[src/rtl/ept_pkg.sv]
// types, constants and the speed band table of the edge period tachometer
`timescale 1ns / 1ps

package ept_pkg;

    // field widths
    localparam int TS_W   = 48;
    localparam int HZ_W   = 10;
    localparam int RPM_W  = 13;
    localparam int MULT_W = 13;
    localparam int DIV_W  = 22;
    localparam int CNT_W  = $clog2(DIV_W);
    localparam int PROD_W = 20;

    // request kinds carried in s_tuser
    localparam logic OP_EDGE   = 1'b0;
    localparam logic OP_UPDATE = 1'b1;

    // scaling constants
    localparam logic [HZ_W-1:0] MAX_HZ_RESET = 10'd300;
    localparam int MAX_PERIOD_US = 2000000;
    localparam int HZ_SCALE      = 2000000;
    localparam int NUM_BANDS     = 11;

    // divide by 100 as a multiply by ceil(2^26 / 100) and a shift, exact below 2^20
    localparam logic [PROD_W-1:0] RPM_RECIP = 20'd671089;
    localparam int RPM_SHIFT = 26;

    typedef logic [HZ_W-1:0]   hz_t;
    typedef logic [RPM_W-1:0]  rpm_t;
    typedef logic [MULT_W-1:0] mult_t;
    typedef logic [DIV_W-1:0]  div_word_t;

    typedef enum logic [2:0] {
        ST_IDLE,
        ST_PERIOD,
        ST_HZ_DIV,
        ST_MUL,
        ST_RPM_DIV,
        ST_DONE
    } ept_state_t;

    // divider request and response
    typedef struct packed {
        logic      start;
        div_word_t num;
        div_word_t den;
    } div_req_t;

    typedef struct packed {
        logic      done;
        div_word_t quot;
    } div_rsp_t;

    // band upper limits and multipliers in hundredths
    localparam hz_t BAND_TOP [NUM_BANDS] = '{
        10'd8, 10'd11, 10'd17, 10'd25, 10'd56, 10'd92,
        10'd123, 10'd157, 10'd188, 10'd220, 10'd262
    };
    localparam mult_t BAND_MULT [NUM_BANDS] = '{
        13'd5000, 13'd4545, 13'd4118, 13'd4000, 13'd3448, 13'd3261,
        13'd3252, 13'd3185, 13'd3191, 13'd3182, 13'd3054
    };

    // multiplier of the first band that holds hz, zero outside the table
    function automatic mult_t band_mult(input hz_t hz);
        mult_t m;
        m = '0;
        for (int i = NUM_BANDS - 1; i >= 0; i--)
        begin
            if (hz <= BAND_TOP[i])
                m = BAND_MULT[i];
        end
        if (hz == '0)
            m = '0;
        return m;
    endfunction

endpackage

[src/rtl/ept_div.sv]
// restoring divider, one quotient bit per cycle
`timescale 1ns / 1ps

module ept_div
    import ept_pkg::*;
(
    input  logic     clk,
    input  logic     rst_n,
    input  div_req_t req,
    output div_rsp_t rsp
);

    logic              busy_reg, busy_next;
    logic              done_reg, done_next;
    logic [CNT_W-1:0]  cnt_reg, cnt_next;
    div_word_t         rem_reg, rem_next;
    div_word_t         quo_reg, quo_next;
    div_word_t         den_reg, den_next;
    logic [DIV_W:0]    trial;
    logic [DIV_W:0]    diff;
    logic              take;

    // one shift-subtract step
    assign trial = {rem_reg, quo_reg[DIV_W-1]};
    assign diff  = trial - {1'b0, den_reg};
    assign take  = (trial >= {1'b0, den_reg});

    always_comb
    begin
        busy_next = busy_reg;
        done_next = 1'b0;
        cnt_next  = cnt_reg;
        rem_next  = rem_reg;
        quo_next  = quo_reg;
        den_next  = den_reg;
        if (req.start)
        begin
            busy_next = 1'b1;
            cnt_next  = CNT_W'(DIV_W - 1);
            rem_next  = '0;
            quo_next  = req.num;
            den_next  = req.den;
        end
        else if (busy_reg)
        begin
            rem_next = take ? diff[DIV_W-1:0] : trial[DIV_W-1:0];
            quo_next = {quo_reg[DIV_W-2:0], take};
            cnt_next = cnt_reg - CNT_W'(1);
            if (cnt_reg == '0)
            begin
                busy_next = 1'b0;
                done_next = 1'b1;
            end
        end
    end

    // control registers
    always_ff @(posedge clk or negedge rst_n)
    begin
        if (!rst_n)
        begin
            busy_reg <= 1'b0;
            done_reg <= 1'b0;
            cnt_reg  <= '0;
        end
        else
        begin
            busy_reg <= busy_next;
            done_reg <= done_next;
            cnt_reg  <= cnt_next;
        end
    end

    // datapath registers
    always_ff @(posedge clk)
    begin
        rem_reg <= rem_next;
        quo_reg <= quo_next;
        den_reg <= den_next;
    end

    assign rsp.done = done_reg;
    assign rsp.quot = quo_reg;

endmodule

[src/rtl/edge_period_tachometer_unit.sv]
// Engine speed from falling edge spacing. An edge request (s_tuser = 0) stores its
// timestamp and gives no result. An update request (s_tuser = 1) finds
// round(1e6 / period) on a 22-step restoring divider, picks the speed band multiplier,
// forms the band product and divides it by 100 with a reciprocal multiply. After the
// update is accepted the sequencer checks the period (ST_PERIOD), waits for the
// division (ST_HZ_DIV), forms the band product (ST_MUL), scales it (ST_RPM_DIV) and
// loads the output register (ST_DONE). A zero period or a period above 2 s skips
// straight from ST_PERIOD to ST_DONE. s_tready stays low until the result is loaded,
// so no new request is taken while an update runs. While an earlier result still
// waits for m_tready in the output register, new requests are taken, but an update
// holds in its last step until that register frees. max_valid_hz is written through
// cfg_valid/cfg_data, resets to 300 and should only change while no update is running.
`timescale 1ns / 1ps

module edge_period_tachometer_unit
    import ept_pkg::*;
(
    input  logic        clk,
    input  logic        rst_n,
    // input requests
    input  logic        s_tvalid,
    output logic        s_tready,
    input  logic [47:0] s_tdata,   // timestamp_us[47:0]
    input  logic [0:0]  s_tuser,   // opcode[0]
    // results
    output logic        m_tvalid,
    input  logic        m_tready,
    output logic [31:0] m_tdata,   // engine_rpm[12:0], rpm_changed[13],
                                   // frequency_hz[23:14], frequency_valid[24], zero
    // limit register
    input  logic        cfg_valid,
    output logic        cfg_ready,
    input  logic [9:0]  cfg_data   // max_valid_hz[9:0]
);

    ept_state_t           state_reg, state_next;
    logic [TS_W-1:0]      newest_reg, newest_next;
    logic [TS_W-1:0]      prev_reg, prev_next;
    logic [TS_W-1:0]      period;
    hz_t                  max_reg, max_next;
    hz_t                  hz_reg, hz_next;
    logic                 valid_reg, valid_next;
    mult_t                mult_reg, mult_next;
    logic [PROD_W-1:0]    prod_reg, prod_next;
    rpm_t                 rpm_reg, rpm_next;
    rpm_t                 last_rpm_reg, last_rpm_next;
    logic                 reported_reg, reported_next;
    logic                 m_valid_reg, m_valid_next;
    logic [31:0]          m_data_reg, m_data_next;
    logic [PROD_W-1:0]    product;
    logic [2*PROD_W-1:0]  scaled;
    logic                 changed;
    div_req_t             div_req;
    div_rsp_t             div_rsp;

    ept_div u_div (
        .clk   (clk),
        .rst_n (rst_n),
        .req   (div_req),
        .rsp   (div_rsp)
    );

    assign period   = newest_reg - prev_reg;
    // band product stays below 2^20 for every table entry
    assign product  = {{(PROD_W-HZ_W){1'b0}}, hz_reg} * {{(PROD_W-MULT_W){1'b0}}, mult_reg};
    // divide by 100 through the reciprocal
    assign scaled   = {{PROD_W{1'b0}}, prod_reg} * {{PROD_W{1'b0}}, RPM_RECIP};
    assign changed  = !reported_reg || (rpm_reg != last_rpm_reg);

    assign s_tready  = (state_reg == ST_IDLE);
    assign cfg_ready = 1'b1;
    assign m_tvalid  = m_valid_reg;
    assign m_tdata   = m_data_reg;

    // sequencer
    always_comb
    begin
        state_next    = state_reg;
        newest_next   = newest_reg;
        prev_next     = prev_reg;
        max_next      = max_reg;
        hz_next       = hz_reg;
        valid_next    = valid_reg;
        mult_next     = mult_reg;
        prod_next     = prod_reg;
        rpm_next      = rpm_reg;
        last_rpm_next = last_rpm_reg;
        reported_next = reported_reg;
        m_valid_next  = m_valid_reg;
        m_data_next   = m_data_reg;
        div_req       = '0;

        if (m_valid_reg && m_tready)
            m_valid_next = 1'b0;

        if (cfg_valid)
            max_next = cfg_data;

        case (state_reg)
            ST_IDLE:
            begin
                if (s_tvalid)
                begin
                    if (s_tuser[0] == OP_UPDATE)
                        state_next = ST_PERIOD;
                    else
                    begin
                        prev_next   = newest_reg;
                        newest_next = s_tdata;
                    end
                end
            end
            ST_PERIOD:
            begin
                if (period == '0)
                begin
                    valid_next = 1'b0;
                    hz_next    = '0;
                    rpm_next   = '0;
                    state_next = ST_DONE;
                end
                else if (period > TS_W'(MAX_PERIOD_US))
                begin
                    // rounds to zero hz, still valid unless the limit is zero
                    valid_next = (max_reg != '0);
                    hz_next    = '0;
                    rpm_next   = '0;
                    state_next = ST_DONE;
                end
                else
                begin
                    div_req.start = 1'b1;
                    div_req.num   = DIV_W'(HZ_SCALE) + period[DIV_W-1:0];
                    div_req.den   = {period[DIV_W-2:0], 1'b0};
                    state_next    = ST_HZ_DIV;
                end
            end
            ST_HZ_DIV:
            begin
                if (div_rsp.done)
                begin
                    if (div_rsp.quot < DIV_W'(max_reg))
                    begin
                        valid_next = 1'b1;
                        hz_next    = div_rsp.quot[HZ_W-1:0];
                        mult_next  = band_mult(div_rsp.quot[HZ_W-1:0]);
                    end
                    else
                    begin
                        valid_next = 1'b0;
                        hz_next    = '0;
                        mult_next  = '0;
                    end
                    state_next = ST_MUL;
                end
            end
            ST_MUL:
            begin
                prod_next  = product;
                state_next = ST_RPM_DIV;
            end
            ST_RPM_DIV:
            begin
                rpm_next   = scaled[RPM_SHIFT+RPM_W-1:RPM_SHIFT];
                state_next = ST_DONE;
            end
            ST_DONE:
            begin
                if (!m_valid_reg || m_tready)
                begin
                    m_valid_next  = 1'b1;
                    m_data_next   = {7'b0, valid_reg, hz_reg, changed, rpm_reg};
                    last_rpm_next = rpm_reg;
                    reported_next = 1'b1;
                    state_next    = ST_IDLE;
                end
            end
            default:
            begin
                state_next = ST_IDLE;
            end
        endcase
    end

    // control and state registers
    always_ff @(posedge clk or negedge rst_n)
    begin
        if (!rst_n)
        begin
            state_reg    <= ST_IDLE;
            newest_reg   <= '0;
            prev_reg     <= '0;
            max_reg      <= MAX_HZ_RESET;
            last_rpm_reg <= '0;
            reported_reg <= 1'b0;
            m_valid_reg  <= 1'b0;
        end
        else
        begin
            state_reg    <= state_next;
            newest_reg   <= newest_next;
            prev_reg     <= prev_next;
            max_reg      <= max_next;
            last_rpm_reg <= last_rpm_next;
            reported_reg <= reported_next;
            m_valid_reg  <= m_valid_next;
        end
    end

    // payload registers
    always_ff @(posedge clk)
    begin
        hz_reg     <= hz_next;
        valid_reg  <= valid_next;
        mult_reg   <= mult_next;
        prod_reg   <= prod_next;
        rpm_reg    <= rpm_next;
        m_data_reg <= m_data_next;
    end

endmodule

[config.mk]
export PLATFORM = sky130hd
export DESIGN_NAME = edge_period_tachometer_unit
export DESIGN_NICKNAME = d
export VERILOG_FILES = /design/src/rtl/ept_pkg.sv /design/src/rtl/ept_div.sv /design/src/rtl/edge_period_tachometer_unit.sv
export SDC_FILE = /design/constraint.sdc
export NUM_CORES = 1
export LEC_CHECK = 0
export ABC_AREA = 1
export BUFFER_PORTS_ARGS = -buffer_cell sky130_fd_sc_hd__buf_4
export CORE_UTILIZATION = 42
export CTS_CLUSTER_SIZE = 16
export DETAILED_ROUTE_END_ITERATION = 7
export HOLD_SLACK_MARGIN = 0.02
export PLACE_DENSITY = 0.58
export SYNTH_ARGS = -nofsm -noshare
export SYNTH_HDL_FRONTEND = slang
export SYNTH_HIERARCHICAL = 1
export SYNTH_SLANG_ARGS = --single-unit
[constraint.sdc]
create_clock -name clk -period 7.3 [get_ports clk]
set_input_delay 1.46 -clock clk [delete_from_list [all_inputs] [get_ports clk]]
set_output_delay 1.46 -clock clk [all_outputs]
set_load 0.01 [all_outputs]
# == After elaboration in Yosys (flattened, before gate mapping) ==
# Cells that the tools add are included.
# W data, S select, Z words.
# classes
add_sub_neg,4
n_mul,2
n_lt_le_gt_ge,14
n_eq_ne,11
n_mux,48
bitwise,3
n_reduce_logical,25
# ops
cell,n
$mux W13,12
$mux W45,3
$mux W22,3
$gt A48 B21 Y1 const B,1
$logic_not A48 Y1,1
$sub A48 B48 Y48,1
$mux W10,4
$mul A20 B20 Y39 const B,1
$le A10 B8 Y1 const B,3
$pmux W13 S2,1
$ge A23 B22 Y1,1
$add A21 B22 Y22 const A,1
$lt A22 B10 Y1,1
$sub A22 B22 Y22,1
$le A10 B4 Y1 const B,2
$le A10 B5 Y1 const B,2
$le A10 B7 Y1 const B,2
$mul A10 B13 Y20,1
$pmux W10 S2,1
$mux W3,6
$pmux W3 S6,1
$mux W1,13
$ne A13 B13 Y1,1
$mux W12,1
other kinds (27),43
# word_totals
register_bits,279
in_bits,64
out_inout_bits,35
elab_cells,130

# == Depth between registers and ports, before layout ==
# Gate-level depths: netlist of run 1.
# depth
word_depth,12
depth_mapped,30
depth_no_buf,27

# == Hierarchy ==
# Netlist of run 1, hierarchy kept.
# by_module_without_submodules
mod,n_inst,cells_per_inst,area_each_um2,seq_area_each_um2
edge_period_tachometer_unit,1,3238,24830.1,5540.3
ept_div,1,658,4750.8,1936.9

# == Worst setup path after synthesis of run 1 ==
# Ideal clock, no wire load.
# synth_path
kind,reg2reg
from,reg prod_reg[11]
to,"reg rpm_reg[6], data pin"
setup_ns,0.255
arrival_ns,5.561
required_time_ns,7.045
slack_ns,1.483
path_stages_with_launch,22
n_path_buf,0
synth_period_minus_slack_ns,5.817
cell_sequence,edfxtp_1 > ha_1 > fa_1 > inv_1 > fa_1 > inv_1 > fa_1 > fa_1 > fa_1 > inv_1 > fa_1 > inv_1 > ha_1 > a21oi_1 > o21ai_0 > a21oi_1 > nand2_1 > and3_1 > a211oi_1 > o21bai_1 > o21ai_0 > nor2_1
# synth_via
elab_chain_len,2
# synth_rtl
item,line,source
from (decl),edge_period_tachometer_unit.sv:44,"logic [PROD_W-1:0] prod_reg, prod_next;"
from (signal assigned),edge_period_tachometer_unit.sv:216,prod_reg <= prod_next;
$mul A20 B20 Y39,edge_period_tachometer_unit.sv:67,"assign scaled = {{PROD_W{1'b0}}, prod_reg} * {{PROD_W{1'b0}}, RPM_RECIP};"
$pmux W13 S2,edge_period_tachometer_unit.sv:99,case (state_reg)
to (signal assigned),edge_period_tachometer_unit.sv:217,rpm_reg <= rpm_next;
to (decl),edge_period_tachometer_unit.sv:45,"rpm_t rpm_reg, rpm_next;"
# Every way passes these cells.
# A chain may end at the register's enable or synchronous reset.

# == Final worst setup path of run 1 ==
# layout_path
from,reg prod_reg[11]
to,"reg rpm_reg[12], data pin"
# The elaborated chain is that of the path after synthesis.

==> impl_summary.txt, run 1 <==
----------------------------------------------------
[Run status]
  Result of the run ... completed

[Clocking]
  Post-CTS Setup Inserts ... 0
  TritonCTS buffer count ... 35
  Worst skew pair latency ... 570 ps
  Number of H-tree branching levels ... 2
  Clock sink total ... 278
  Root Buffer Master ... clkbuf_16
  Maximum number of buffers from clock root to sink ... 3
  CTS tree ... done
  # resized after CTS ... 0
  Clock-pin transition on the worst setup and hold timing paths ... 60 ps
  Hold buffer count at cts ... 0

[Critical path]
  CP Launch Type ... flop
  Arrival @ worst endpoint ... 6590 ps
  Endpoint required time on the critical path ... 7630 ps
  Critical register-to-register path startpoint ... prod_reg[11]
  Category of the most critical setup path ... flop to flop
  Worst setup slack for register-to-register paths ... 1040 ps
  Maximum single-stage delay on the critical path ... 610 ps
  CP max-delay cell ... edfxtp_1
  Critical-path maximum fanout ... 9
  Endpoint class of the critical path ... flop
  Worst-path cell chain ... ha_1 > fa_1 > inv_1 > fa_1 > inv_1 > fa_1 > fa_1 > fa_1 > inv_1 > fa_1 > inv_1 > ha_1 > nand2_1 > nor2_1 > nand2_1 > o211ai_1 > a21oi_1 > o21bai_1 > nand2_1 > nand2_1 > nand2_1 > nand2_1 > nor2_1
  Number of cell instances on the worst register-to-register path ... 23
  End of the worst register-to-register path ... rpm_reg[12]

[Power]
  Max rail drop VDD ... 692 µV
  Clock network fraction of total power ... 11.6%
  Power per cell area ... 460 nW/µm²
  Sw power ... 7.57 mW
  Int Power ... between 7 and 8 mW
  Standby leakage power ... 17.5 nW
  Switching part of the total power ... 50.9%
  Portion of total power attributed to sequential cells ... 18.3%
  Total power after layout ... 14.9 mW
  Part of the power in combinational logic ... around 70%

[Timing]
  Worst slew margin relative to its limit ... 27.3%
  Worst setup skew after layout ... 47.3 ps
  Final setup violation count ... 0
  Final number of max-transition violations ... 0
  Max Fclk ... approximately 160 MHz
  Final period utilization ... 85.7%
  Setup TNS after final layout ... 0 ps
  Setup WS post-layout ... 1040 ps
  Slew of the pin with the lowest slew margin ... 1090 ps
  Setup repair after global routing missed its margin ... false
  Count of final hold-check violations ... 0
  Final worst path period need ... between 6000 and 7000 ps

[Yosys]
  Cell with the most instances after synthesis ... nand2_1
  Post-synth top area share ... 15.5%
  Warnings from Yosys ... 6
  Count of state elements after synthesis ... between 200 and 300
  Post-synthesis cell type count ... 60
  Sequential fraction of the synthesis area ... between 20 and 30%
  Number of instances in the synthesized netlist ... 3896
  Per-instance average area after synthesis ... between 7 and 8 µm²
  Primary FF master, synth ... dfrtp_1
  Post-Syn Area ... 29600 µm²
  Fraction of registers with async set or reset after synthesis ... between 40% and 50%
  Number of flops mapped to enable cells by yosys ... 125
  Post-synth top cells ... 1033 x nand2_1, 905 x inv_1, 342 x ha_1, 276 x nor2_1, 229 x fa_1
  Library cell occupying the most area in the post-synthesis netlist ... fa_1
  Biggest area contributors in the synthesized netlist ... fa_1 15%, ha_1 14%, nand2_1 13%, edfxtp_1 13%, inv_1 11%

[Route]
  Met3 Routed Length ... 3000 µm
  First DRT Iteration DRCs ... 1288
  Remaining antenna violation count after routing ... 0
  Average detailed-routed wire length per instance ... roughly 15 µm
  Top sig layer ... met4
  Via density ... 4.79
  First-pass iteration count of the detailed router ... 5
  Vias after detailed routing ... 23.6k
  Number of remaining DRC errors ... 0
  Drt total wl ... 74500 µm
  Met2 wirelength from detailed routing ... 34800 µm
  Wl on met1 ... 35100 µm

[Die]
  Area enclosed by the die boundary ... 71500 µm²
  Overall die height ... approximately 270 µm
  Standard-cell rows ... 96
  Floorplan die width ... between 200 and 300 µm
  Effective utilization at floorplan ... 42.8%
  Core area ... 69200 µm²
  I/O pin total ... 99

[Worst hold path]
  HP Start ... rpm_reg[11]
  Worst min path class ... flop to flop
  Worst Hold Path EP ... m_tdata[11]
  Number of stages on the worst hold path ... 0

[GRT]
  Residual overflow from global routing ... 0
  Vias in the first global route ... approximately 23k
  Initial antenna violation count ... 0
  Pin count of the biggest net entering global routing ... 182
  All-Layer GR Usage ... 21.3%
  Global-route wire length before repair ... 120000 µm

[Place]
  Count of input and output buffers ... 90
  Placer congestion estimate ... 0.909
  Total placed instance area ... roughly 31000 µm²
  Setup Slack @ Placement ... 989 ps
  Half-perimeter wire length after placement ... 60900 µm

[Final layout]
  Final standard cell area without fillers ... 32300 µm²
  End-of-flow core utilization ... between 40 and 50%
  Growth of design area from synthesis to finish ... 9.18%
  Combined flip-flop and latch cell area ... 7480 µm²
  Net count reported at finish ... 4602
  Number of diodes added for antenna fixing ... 0
  Fraction of layout cells with a size suffix above 1 ... 6.84%
  FILL cells ... 7083
  Multi-input logic area ... 18300 µm²

[Flow run]
  # Max-Cap Violations ... 0

----------------------------------------------------
layout make-up:
cell class | count | area share (%)
Clock buffer | 40 | 2.84
Multi-Input combinational cell | 2627 | 56.6
Inverter | 923 | 10.7
Sequential cell | 278 | 23.2
Clock inverter | 22 | 0.659
Tap cell | 931 | 3.61
Timing Repair Buffer | 102 | 2.42
cell families (layout without fill, tap and decap cells):
logic type,count (synthesis),count (layout),share of synthesized area [%]
flip-flops,278,278,25.3
buffers and inverters,998,1087,13.1
XOR/XNOR,52,52,1.60
AO/OA/AOI/OAI,340,340,6.29
multiplexers,12,12,0.457
other,2,9,0.0254
adder cells (fa/ha/maj),571,571,30.0
AND/OR/NAND/NOR,1643,1643,23.3
cells in the final DEF (no fill, tap or decap), drive strengths merged, types with 7 or more instances in the layout:
| cell type | count |
|---|---|
| conb | 9 |
| nand3 | 153 |
| nor4 | 10 |
| nor2 | 308 |
| a21oi | 170 |
| clkinv | 16 |
| o21a | 7 |
| and2 | 8 |
| xor2 | 33 |
| buf | 102 |
| edfxtp | 125 |
| ha | 342 |
| dfxtp | 22 |
| o21ai | 122 |
| inv | 925 |
| clkbuf | 40 |
| nand3b | 27 |
| mux2 | 12 |
| nand2 | 1062 |
| dfrtp | 127 |
| fa | 229 |
| o21bai | 8 |
| nand4 | 42 |
| xnor2 | 19 |
| nor3 | 27 |
power groups by stage:
stage | logic, mW | registers [mW] | clock network (mW)
2_1_floorplan | 7.86 | 2.66 | 0
3_3_place_gp | 10.3 | 2.75 | 0
3_5_place_dp | 10.4 | 2.75 | 0
4_1_cts | 10.4 | 2.73 | 1.78
5_1_grt | 11.8 | 2.78 | 1.83
6_report | 10.4 | 2.72 | 1.72
worst max-delay path: cells and delay by family (launching register included):
| family | cells | cell delay [ps] |
|---|---|---|
| AOI/OAI and AO/OA | 3 | 740 |
| adders and majority gates | 8 | 3850 |
| buffers and inverters | 4 | 190 |
| DFF | 1 | 610 |
| and+or+nand+nor | 8 | 650 |
stage by stage:
stage,cells,hold slack [ps]
after floorplan,3903,400
after global placement,4861,435
after detailed placement,4861,454
after CTS,4923,471
after global routing,4923,484
final,4923,462
worst max-delay path by stage:
stage | startpoint | end | slack (ps) | cells past startpoint
after floorplan | prod_reg[11] | rpm_reg[6] | 1480 | 21
after global placement | prod_reg[11] | rpm_reg[10] | 1010 | 21
after detailed placement | prod_reg[11] | rpm_reg[6] | 990 | 21
after CTS | prod_reg[11] | rpm_reg[12] | 1000 | 22
after global routing | prod_reg[11] | rpm_reg[12] | 680 | 25
final | prod_reg[11] | rpm_reg[12] | 1040 | 23
layer usage:
layer | up-vias | track usage, %
met5 | - | 0
met4 | 0 | 5.22
met3 | 95 | 2.80
met2 | 405 | 36.2
met1 | 11000 | 28.6
li1 | 12100 | -
Power figures use the tool's default switching activity.
==> run 2, diff against run 1 <==
--- a/config.mk
+++ b/config.mk
@@ -5,7 +5,6 @@
 export SDC_FILE = /design/constraint.sdc
 export NUM_CORES = 1
 export LEC_CHECK = 0
-export ABC_AREA = 1
 export BUFFER_PORTS_ARGS = -buffer_cell sky130_fd_sc_hd__buf_4
 export CORE_UTILIZATION = 42
 export CTS_CLUSTER_SIZE = 16
==> impl_summary.txt, run 2 <==
----------------------------------------------------
[Place]
  Total placed instance area ... around 29000 µm²
  Count of input and output buffers ... 90
  Placer congestion estimate ... 0.911
  Placed Cells ... 3658
  Half-perimeter wire length after placement ... 56200 µm

[GRT]
  Global-route wire length before repair ... 113000 µm
  All-Layer GR Usage ... a little over a fifth
  Pin count of the biggest net entering global routing ... 81
  Vias in the first global route ... 20.6k
  Initial antenna violation count ... 0
  Residual overflow from global routing ... 0

[Timing]
  Max Fclk ... approximately 150 MHz
  Final setup violation count ... 0
  Worst setup skew after layout ... 34.4 ps
  Worst slew margin relative to its limit ... approximately a fifth
  Final worst path period need ... 6780 ps
  Slew of the pin with the lowest slew margin ... 1210 ps
  Final number of max-transition violations ... 0
  Setup repair after global routing missed its margin ... false
  Count of final hold-check violations ... 0
  Setup TNS after final layout ... 0 ps
  Final period utilization ... 92.9%

[Yosys]
  Fraction of registers with async set or reset after synthesis ... a little under half
  Number of flops mapped to enable cells by yosys ... 125
  Library cell occupying the most area in the post-synthesis netlist ... fa_1
  Per-instance average area after synthesis ... 9.80 µm²
  Primary FF master, synth ... dfrtp_1
  Sequential fraction of the synthesis area ... 27.4%
  Warnings from Yosys ... 6
  Post-synthesis cell type count ... between 90 and 100
  Post-Syn Area ... 27300 µm²
  Cell with the most instances after synthesis ... inv_1
  Post-synth top area share ... 16.8%
  Post-synth top cells ... 448 x inv_1, 342 x ha_1, 229 x fa_1, 221 x nand2_1, 154 x nor2_1
  Count of state elements after synthesis ... 278
  Biggest area contributors in the synthesized netlist ... fa_1 17%, ha_1 16%, edfxtp_1 14%, dfrtp_1 12%, inv_1 6.2%
  Number of instances in the synthesized netlist ... 2789

[Run status]
  Result of the run ... completed

[Worst hold path]
  Number of stages on the worst hold path ... 0
  Worst min path class ... flop to flop

[Final layout]
  Commonest non-fill, non-tap cell in the layout ... inv_1
  FILL cells ... 6079
  Multi-input logic area ... 17700 µm²
  Combined flip-flop and latch cell area ... 7480 µm²
  Growth of design area from synthesis to finish ... 9.45%
  Number of diodes added for antenna fixing ... 0
  Final standard cell area without fillers ... around 30000 µm²
  Post-Layout Cell Count ... 3720
  Commonest cells after routing, fill and taps aside ... 448 x inv_1, 342 x ha_1, 229 x fa_1
  End-of-flow core utilization ... 46.5%
  Net count reported at finish ... 3475
  Fraction of layout cells with a size suffix above 1 ... 10.9%

[Clocking]
  TritonCTS buffer count ... 35
  # resized after CTS ... 0
  Post-CTS Setup Inserts ... 0
  Root Buffer Master ... clkbuf_16
  Worst skew pair latency ... around 560 ps
  Maximum number of buffers from clock root to sink ... 3
  Hold buffer count at cts ... 0
  CTS tree ... done
  Number of H-tree branching levels ... 2
  Clock sink total ... 278
  Clock-pin transition on the worst setup and hold timing paths ... 50 ps

[Die]
  Area enclosed by the die boundary ... approximately 66000 µm²
  Overall die height ... 257 µm
  Standard-cell rows ... slightly above 90
  Core area ... 64300 µm²
  I/O pin total ... 99
  Effective utilization at floorplan ... between 40% and 50%
  Floorplan die width ... 257 µm

[Critical path]
  Bufs and invs on worst path ... 4
  Category of the most critical setup path ... flop to flop
  Maximum single-stage delay on the critical path ... 790 ps
  Cell depth of the worst setup path ... 22
  Endpoint class of the critical path ... flop
  Endpoint required time on the critical path ... 7580 ps
  Arrival @ worst endpoint ... 7070 ps
  Number of cell instances on the worst register-to-register path ... 22
  Most used cell along the critical path ... fa_1
  CP Launch Type ... flop
  Critical-path maximum fanout ... 9
  CP delay by family, top ... adder cells
  Worst setup slack for register-to-register paths ... around 520 ps
  CP max-delay cell ... edfxtp_1
  Worst-path cell chain ... ha_1 > fa_1 > inv_1 > fa_1 > inv_1 > fa_1 > fa_1 > fa_1 > inv_1 > fa_1 > inv_1 > ha_1 > and4_1 > o21ai_0 > a31oi_1 > o211ai_1 > nand3_1 > a21bo_2 > a21o_1 > a21oi_1 > xnor2_1 > nor2_1

[Power]
  Max rail drop VDD ... 270 µV
  Total power after layout ... 10.6 mW
  Standby leakage power ... ~14 nW
  Power per cell area ... 353 nW/µm²

[Route]
  Number of remaining DRC errors ... 0
  Remaining antenna violation count after routing ... 0
  First-pass iteration count of the detailed router ... 5
  Average detailed-routed wire length per instance ... 18.7 µm
  Drt total wl ... 69600 µm
  Vias after detailed routing ... 19.7k
  First DRT Iteration DRCs ... 976
  Via density ... 5.29

[Flow run]
  # Max-Cap Violations ... 0

----------------------------------------------------
## run 2: power breakdown
group	internal, mW	total [mW]	switching (mW)
clock network	1.07	1.77	0.697
registers	2.16	2.50	0.346
logic	2.45	6.29	3.84
total	5.68	10.6	4.88
## run 2: cell type report
type,instances,share of cell area [%]
multi-input cells,1969,59.2
clock inverters,14,0.644
inverters,449,5.63
repair buffers,107,2.70
flip-flops and latches,278,25.0
well taps,855,3.58
clock buffers,48,3.23
## run 2: per-stage QoR
stage / setup WS (ps) / hold WS, ps
5_1_grt: 71.5 / 449
4_1_cts: 463 / 442
3_5_place_dp: 450 / 429
3_3_place_gp: 510 / 416
6_report: 517 / 438
2_1_floorplan: 1150 / 400
## run 2: cell families after synthesis
logic type | count (synthesis) | share of synthesized area [%]
and+or+nand+nor | 713 | 12.8
AOI/OAI and AO/OA | 431 | 10.5
buffers and inverters | 549 | 7.92
xor gates and xnor gates | 112 | 3.59
muxes | 133 | 5.41
DFF | 278 | 27.4
adders and majority gates | 571 | 32.4
other | 2 | 0.0275
## run 2: path summary, 6_finish.rpt
kind,endpoint,startpoint
min,m_tdata[24],valid_reg
min in group asynchronous,prev_reg[47],rst_n
max reg2reg,rpm_reg[11],prod_reg[11]
min reg2reg,m_tdata[24],valid_reg
max,rpm_reg[11],prod_reg[11]
max in group asynchronous,last_rpm_reg[0],rst_n
## run 2: layer usage
metal	wire, µm	vias to the layer above	GRT usage, %
li1	-	9498	-
met3	2470	92	2.37
met2	34500	415	37.6
met5	0	-	0
met4	1980	0	6.56
met1	30700	9675	27.8
